### config.mk
export PLATFORM = sky130hd
export DESIGN_NAME = utf8_to_utf16_decoder
export DESIGN_NICKNAME = d
export VERILOG_FILES = /design/src/design/u8u16_pkg.sv /design/src/design/u8u16_decode.sv /design/src/design/u8u16_outq.sv /design/src/design/utf8_to_utf16_decoder.sv
export SDC_FILE = /design/constraint.sdc
export NUM_CORES = 1
export LEC_CHECK = 0
export BUFFER_PORTS_ARGS = -buffer_cell sky130_fd_sc_hd__buf_2
export CAP_MARGIN = 40
export CORE_AREA = 2 2 129 143
export CTS_CLUSTER_SIZE = 16
export DETAILED_ROUTE_END_ITERATION = 16
export DIE_AREA = 0 0 131 145
export GPL_TIMING_DRIVEN = 0
export PLACE_DENSITY = 0.69
export SETUP_SLACK_MARGIN = 0.15
export SYNTH_ARGS = -nofsm -noshare
export SYNTH_HDL_FRONTEND = slang
export SYNTH_HIERARCHICAL = 1
export SYNTH_SLANG_ARGS = --single-unit
### constraint.sdc
create_clock -name clk -period 9.6 [get_ports clk]
set_input_delay 1.92 -clock clk [delete_from_list [all_inputs] [get_ports clk]]
set_output_delay 1.92 -clock clk [all_outputs]
set_load 0.1 [all_outputs]
### src/design/u8u16_pkg.sv
`default_nettype none
package u8u16_pkg;

  localparam logic [1:0] ERR_NONE    = 2'd0;
  localparam logic [1:0] ERR_INVALID = 2'd1;
  localparam logic [1:0] ERR_LIMIT   = 2'd2;

  localparam logic [7:0]  LEAD2_LOW  = 8'hc2;
  localparam logic [7:0]  LEAD4_HIGH = 8'hf4;
  localparam logic [20:0] MIN3       = 21'h000800;
  localparam logic [20:0] MIN4       = 21'h010000;
  localparam logic [20:0] SURR_FIRST = 21'h00d800;
  localparam logic [20:0] SURR_LAST  = 21'h00dfff;
  localparam logic [20:0] CP_MAX     = 21'h10ffff;
  localparam logic [5:0]  HI_SURR_TAG = 6'b110110;
  localparam logic [5:0]  LO_SURR_TAG = 6'b110111;

  localparam logic [15:0] MAX_CP_RESET = 16'd4096;

  typedef struct packed {
    logic [15:0] code_unit;
    logic        last_of_run;
    logic        end_of_text;
    logic [1:0]  status;
  } res_t;

  typedef struct packed {
    logic [1:0] num;
    res_t       r0;
    res_t       r1;
  } dec_t;

endpackage
`default_nettype wire

### src/design/u8u16_decode.sv
`default_nettype none
module u8u16_decode (
  input  wire logic              clk,
  input  wire logic              rst_n,
  input  wire logic              take,
  input  wire logic [7:0]        text_byte,
  input  wire logic [15:0]       max_cp,
  output u8u16_pkg::dec_t        dec
);

  logic [20:0] acc_r, acc_nxt;
  logic [1:0]  rem_r, rem_nxt;
  logic [1:0]  seq_r, seq_nxt;
  logic [16:0] cnt_r, cnt_nxt;
  logic [1:0]  err_r, err_nxt;

  logic [20:0] cont_acc;
  logic [20:0] fin_cp;
  logic [1:0]  fin_len;
  logic        fin_go;
  logic        bad_cp;
  logic        over;
  logic [20:0] supp;

  assign cont_acc = {acc_r[14:0], text_byte[5:0]};
  assign fin_cp   = (rem_r == 2'd0) ? {13'd0, text_byte} : cont_acc;
  assign fin_len  = (rem_r == 2'd0) ? 2'd0 : seq_r;
  assign supp     = fin_cp - u8u16_pkg::MIN4;

  assign bad_cp = (fin_len == 2'd2 && fin_cp < u8u16_pkg::MIN3) ||
                  (fin_len == 2'd3 && fin_cp < u8u16_pkg::MIN4) ||
                  (fin_cp >= u8u16_pkg::SURR_FIRST && fin_cp <= u8u16_pkg::SURR_LAST) ||
                  (fin_cp > u8u16_pkg::CP_MAX);
  assign over   = ({1'b0, cnt_r} + 18'd1) > {2'b00, max_cp};

  always_comb begin
    acc_nxt = acc_r;
    rem_nxt = rem_r;
    seq_nxt = seq_r;
    cnt_nxt = cnt_r;
    err_nxt = err_r;
    fin_go  = 1'b0;
    dec     = '0;

    if (text_byte == 8'd0) begin
      dec.num            = 2'd1;
      dec.r0.last_of_run = 1'b1;
      dec.r0.end_of_text = 1'b1;
      dec.r0.status      = (err_r == u8u16_pkg::ERR_NONE && rem_r != 2'd0) ?
                           u8u16_pkg::ERR_INVALID : err_r;
      acc_nxt = '0;
      rem_nxt = '0;
      seq_nxt = '0;
      cnt_nxt = '0;
      err_nxt = u8u16_pkg::ERR_NONE;
    end else if (err_r != u8u16_pkg::ERR_NONE) begin
      dec.num = 2'd0;
    end else if (rem_r == 2'd0) begin
      if (text_byte[7] == 1'b0) begin
        fin_go = 1'b1;
      end else if (text_byte >= u8u16_pkg::LEAD2_LOW && text_byte <= 8'hdf) begin
        acc_nxt = {16'd0, text_byte[4:0]};
        seq_nxt = 2'd1;
        rem_nxt = 2'd1;
      end else if (text_byte >= 8'he0 && text_byte <= 8'hef) begin
        acc_nxt = {17'd0, text_byte[3:0]};
        seq_nxt = 2'd2;
        rem_nxt = 2'd2;
      end else if (text_byte >= 8'hf0 && text_byte <= u8u16_pkg::LEAD4_HIGH) begin
        acc_nxt = {18'd0, text_byte[2:0]};
        seq_nxt = 2'd3;
        rem_nxt = 2'd3;
      end else begin
        err_nxt = u8u16_pkg::ERR_INVALID;
      end
    end else if (text_byte[7:6] != 2'b10) begin
      err_nxt = u8u16_pkg::ERR_INVALID;
      rem_nxt = 2'd0;
    end else begin
      acc_nxt = cont_acc;
      rem_nxt = rem_r - 2'd1;
      fin_go  = (rem_r == 2'd1);
    end

    if (fin_go) begin
      if (bad_cp) begin
        err_nxt = u8u16_pkg::ERR_INVALID;
      end else if (over) begin
        err_nxt = u8u16_pkg::ERR_LIMIT;
      end else begin
        cnt_nxt = cnt_r + 17'd1;
        if (fin_cp > 21'h00ffff) begin
          dec.num            = 2'd2;
          dec.r0.code_unit   = {u8u16_pkg::HI_SURR_TAG, supp[19:10]};
          dec.r1.code_unit   = {u8u16_pkg::LO_SURR_TAG, supp[9:0]};
          dec.r1.last_of_run = 1'b1;
        end else begin
          dec.num            = 2'd1;
          dec.r0.code_unit   = fin_cp[15:0];
          dec.r0.last_of_run = 1'b1;
        end
      end
    end

    if (!take) begin
      dec.num = 2'd0;
    end
  end

  always_ff @(posedge clk) begin
    if (!rst_n) begin
      acc_r <= '0;
      rem_r <= '0;
      seq_r <= '0;
      cnt_r <= '0;
      err_r <= u8u16_pkg::ERR_NONE;
    end else if (take) begin
      acc_r <= acc_nxt;
      rem_r <= rem_nxt;
      seq_r <= seq_nxt;
      cnt_r <= cnt_nxt;
      err_r <= err_nxt;
    end
  end

endmodule
`default_nettype wire

### src/design/u8u16_outq.sv
`default_nettype none
module u8u16_outq (
  input  wire logic             clk,
  input  wire logic             rst_n,
  input  wire u8u16_pkg::dec_t  dec,
  input  wire logic             pop,
  output logic                  head_valid,
  output u8u16_pkg::res_t       head,
  output logic                  no_room
);

  u8u16_pkg::res_t ent_r [4];
  logic [1:0] wp_r, rp_r;
  logic [2:0] cnt_r;
  logic [1:0] wp_inc;

  assign head_valid = (cnt_r != 3'd0);
  assign head       = ent_r[rp_r];
  assign no_room    = (cnt_r > 3'd2);
  assign wp_inc     = wp_r + 2'd1;

  always_ff @(posedge clk) begin
    if (dec.num != 2'd0) begin
      ent_r[wp_r] <= dec.r0;
    end
    if (dec.num == 2'd2) begin
      ent_r[wp_inc] <= dec.r1;
    end
  end

  always_ff @(posedge clk) begin
    if (!rst_n) begin
      wp_r  <= '0;
      rp_r  <= '0;
      cnt_r <= '0;
    end else begin
      wp_r  <= wp_r + dec.num;
      rp_r  <= rp_r + {1'b0, pop};
      cnt_r <= cnt_r + {1'b0, dec.num} - {2'b00, pop};
    end
  end

endmodule
`default_nettype wire

### src/design/utf8_to_utf16_decoder.sv
`default_nettype none
// Channel  | Direction | Handshake          | Payload
// in_      | input     | in_valid/in_stall  | in_text_byte[7:0]
// out_     | output    | out_valid/out_stall| out_code_unit, out_last_of_run,
//          |           |                    | out_end_of_text, out_status
// cfg      | APB       | psel/penable/pready| max_codepoints at address 0
//
// A byte is decoded in the cycle it is accepted; its units are registered in
// the result queue and leave on out_ from its head. Up to one unit leaves per
// cycle while out_stall is low; a supplementary codepoint's surrogate pair
// shares one port. A four-entry result queue separates the sides; in_stall
// rises when it cannot take two more units. Synchronous reset restores
// max_codepoints to 4096 and starts a new text.
module utf8_to_utf16_decoder (
  input  wire logic        clk,
  input  wire logic        rst_n,
  input  wire logic        in_valid,
  output logic             in_stall,
  input  wire logic [7:0]  in_text_byte,
  output logic             out_valid,
  input  wire logic        out_stall,
  output logic [15:0]      out_code_unit,
  output logic             out_last_of_run,
  output logic             out_end_of_text,
  output logic [1:0]       out_status,
  input  wire logic        psel,
  input  wire logic        penable,
  input  wire logic        pwrite,
  input  wire logic [2:0]  paddr,
  input  wire logic [31:0] pwdata,
  output logic [31:0]      prdata,
  output logic             pready
);

  logic [15:0]     max_cp_r;
  logic            take;
  logic            pop;
  u8u16_pkg::dec_t dec;
  u8u16_pkg::res_t head;

  assign pready = 1'b1;
  assign prdata = (paddr[2] == 1'b0) ? {16'd0, max_cp_r} : 32'd0;

  always_ff @(posedge clk) begin
    if (!rst_n) begin
      max_cp_r <= u8u16_pkg::MAX_CP_RESET;
    end else if (psel && penable && pwrite && pready && paddr[2] == 1'b0) begin
      max_cp_r <= pwdata[15:0];
    end
  end

  assign take = in_valid && !in_stall;
  assign pop  = out_valid && !out_stall;

  u8u16_decode u_decode (
    .clk       (clk),
    .rst_n     (rst_n),
    .take      (take),
    .text_byte (in_text_byte),
    .max_cp    (max_cp_r),
    .dec       (dec)
  );

  u8u16_outq u_outq (
    .clk        (clk),
    .rst_n      (rst_n),
    .dec        (dec),
    .pop        (pop),
    .head_valid (out_valid),
    .head       (head),
    .no_room    (in_stall)
  );

  assign out_code_unit   = head.code_unit;
  assign out_last_of_run = head.last_of_run;
  assign out_end_of_text = head.end_of_text;
  assign out_status      = head.status;

  a_stall_means_backlog: assert property (@(posedge clk) disable iff (!rst_n)
    in_stall |-> out_valid) else $error("input stalled with empty queue");

  a_term_is_last: assert property (@(posedge clk) disable iff (!rst_n)
    (out_valid && out_end_of_text) |-> (out_last_of_run && out_code_unit == 16'd0))
    else $error("terminator malformed");

  a_status_only_term: assert property (@(posedge clk) disable iff (!rst_n)
    (out_valid && !out_end_of_text) |-> (out_status == u8u16_pkg::ERR_NONE))
    else $error("status on a data unit");

  a_high_surr_not_last: assert property (@(posedge clk) disable iff (!rst_n)
    (out_valid && !out_end_of_text && out_code_unit[15:10] == u8u16_pkg::HI_SURR_TAG)
    |-> !out_last_of_run) else $error("high surrogate closes a run");

endmodule
`default_nettype wire
==> results.ini <==
[global_routing]
grt-ovfl-total=0
first_global_vias=6185
grt_pass1_wl_um=32050
grt_antenna_before_repair=0
grt_max_degree=19
grt.total_usage_pct=21.81

[pwr]
p_per_area_nw_per_um2=208.0
leakage_uw=0.004061
ir_worst_vdd_mv=0.1302

[routing]
dr.pass1.iters=7
wl_um=19820
routedWlPerCell_um=17.33
vias_per_cell=5.506
route.detailed.drc=0
vias=6299
ant_nets=0
drtIter0Drc=400

[logic_synthesis]
synth_area_per_cell_um2=10.78
synthArstFlopShare_pct=0
synth-adder-area-share_pct=3.932
synthesis.area_um2=8464
ys_seq_area_share_pct=42.81
synth-compound-area-share_pct=8.574
synth.top_cell.area_share_pct=28.38
ys_top_cells_by_area=edfxtp_1, dfxtp_1, mux2_1
ys_warn_count=6
yosys.area_share.simple_pct=17.15
synth_xor_area_share_pct=1.670
synth_top_cells_by_count=edfxtp_1, mux2_1, dfxtp_1
synth_top_cell_by_area=edfxtp_1
synth_top_family_by_area=multiplexers
ys_seq_elements=141
netlist_instances=785
ys_types=72
synth_ff_type=edfxtp_1
muxShareOfSynthArea_pct=18.58
synth-edff-count=80

[place]
place_inst=1112
gp_congestion=0.9737
io_buffers=67
placed_area_um2=9248
dp_slack_ns=3.826
place_hpwl_um=14040

[finish]
final_cell_area_um2=9822
nets=969
finalNonFillerCells=1144
syn_to_final_growth_pct=16.04
final_layout_size_suffix_gt1_share_pct=23.40
diodes=0

[timing]
fin_setup_tns_ns=0
holdWs_ns=0.4731
max_clock_freq_mhz=174.5
tightest_slew_ns=0.7997
rsz0062_at_grt=false
hold_viol=0
setup_viol=0
fin_crit_sh_pct=59.70
maxSlewViolCount=0
worst_slew_margin_rel_pct=46.68
final.setup_skew_ns=0.008262
layout_min_cycle_time_ns=5.731
setup_ws_ns=3.869

[floorplan]
coreArea_um2=17550
start_util_pct=48.24
die_height_um=145
die_w_um=131
fp-row-count=51
io-pin-count=105
dieArea_um2=19000

[clock_network]
path_clk_slew_ns=0.06
cts_tree=built
numCtsBuffers=17
post_cts_buffers=0
cts.sinks=141
ctsRootBufferMaster=clkbuf_16
ctsHtreeMaxLevel=4
clock_latency_ns=0.43
ctsHoldBuffers=0
cts_resized=0
clock_path_buffers=2

[worst_hold_path]
hp-class=reg -> reg

[critical_path]
required_ns=9.73
setup.worst_path.start_class=flop
crit_fanout=14
crit_arrival_ns=5.86
cp-end-kind=flop
worstSetupPathType=reg -> reg

[flow_run]
max-cap-violations=0

[outcome]
status=complete, no violations

==> registers in the layout (all words and copies together), names as in the netlist, 3 cells and up <==
register        count
u_outq/cnt_r        3
u_decode/cnt_r     17
u_outq/ent_r       80
u_decode/acc_r     15
max_cp_r           16
==> critical path: stages, from the launching register on <==
cell and delay [ns]:
dfxtp_1 0.47, ha_1 0.26, nand4_1 0.20, or3_1 0.47, and2_1 0.19, or2_2 0.31
ha_1 0.18, a211o_1 0.25, o211ai_1 0.09, a21oi_1 0.10, a211oi_1 0.32, o21a_1 0.23
buf_1 0.45, nand3_1 0.21, a21oi_1 0.62, mux2i_1 0.24, nor2b_2 0.56, buf_8 0.26
==> cell families after synthesis <==
group,count (synthesis)
flops,141
mux,122
simple gates,263
xor+xnor,13
compound gates,106
buf+inv,111
fa+ha+maj,26
other cells,3
==> per-stage QoR <==
stage / power (µW) / util, %
detailed placement: 1407 / 52.70
global route: 2127 / 55.97
finish: 2043 / 55.97
CTS: 2053 / 55.97
floorplan: 1286 / -
global placement: 1399 / 52.23
==> metal layers <==
metal  GRT usage (%)  vias to the layer above  part of all wire (%)
met5               0                        -                     0
met4           8.298                        0                   2.1
met3           3.872                       29                   4.9
met2           37.07                      219                    51
met1           27.27                     3000                    42
li1                -                     3051                     -
==> layout make-up <==
cell class	count	area (µm²)
sequential	141	3623
timing repair buffer	71	395.4
inverter	39	146.4
multi-input combinational	551	4325
fill	1539	7726
buffer	72	459.2
tap	238	297.8
clock inverter	15	148.9
clock buffer	17	425.4
==> cell usage in the layout, fill, tap and decap left out, types with 6 or more instances in the layout <==
| cell type | Yosys | final |
|---|---|---|
| a21oi_1 | 20 | 20 |
| a22o_2 | 8 | 8 |
| and2_1 | 11 | 11 |
| and2b_2 | 6 | 6 |
| buf_2 | 8 | 75 |
| buf_4 | 33 | 33 |
| clkbuf_1 | 21 | 21 |
| clkbuf_16 | 0 | 17 |
| conb_1 | 3 | 21 |
| dfxtp_1 | 61 | 61 |
| edfxtp_1 | 80 | 80 |
| ha_1 | 25 | 25 |
| inv_1 | 36 | 36 |
| inv_6 | 0 | 6 |
| mux2_1 | 80 | 80 |
| mux2i_1 | 21 | 21 |
| mux4_2 | 20 | 20 |
| nand2_1 | 57 | 57 |
| nand3_1 | 56 | 56 |
| nand4_1 | 13 | 13 |
| nor2_1 | 33 | 32 |
| nor2b_1 | 25 | 24 |
| nor3_1 | 7 | 7 |
| o21ai_0 | 32 | 32 |
| xnor2_1 | 6 | 6 |
==> report_power, final <==
group          internal [µW]  switching (µW)
clock network            365             284
registers                676            20.7
logic                    188             509
==> final timing paths <==
path | cells past startpoint | slack (ns) | startpoint | endpoint
worst max-delay path | 17 | 3.87 | u_decode/cnt_r[0] | u_outq/ent_r[3][8]
worst min-delay path | 2 | 0.47 | max_cp_r[6] | max_cp_r[6]
worst max register to register | 17 | 3.87 | u_decode/cnt_r[0] | u_outq/ent_r[3][8]
worst min register to register | 2 | 0.47 | max_cp_r[6] | max_cp_r[6]
No activity file was read; power rests on OpenSTA's default activity.
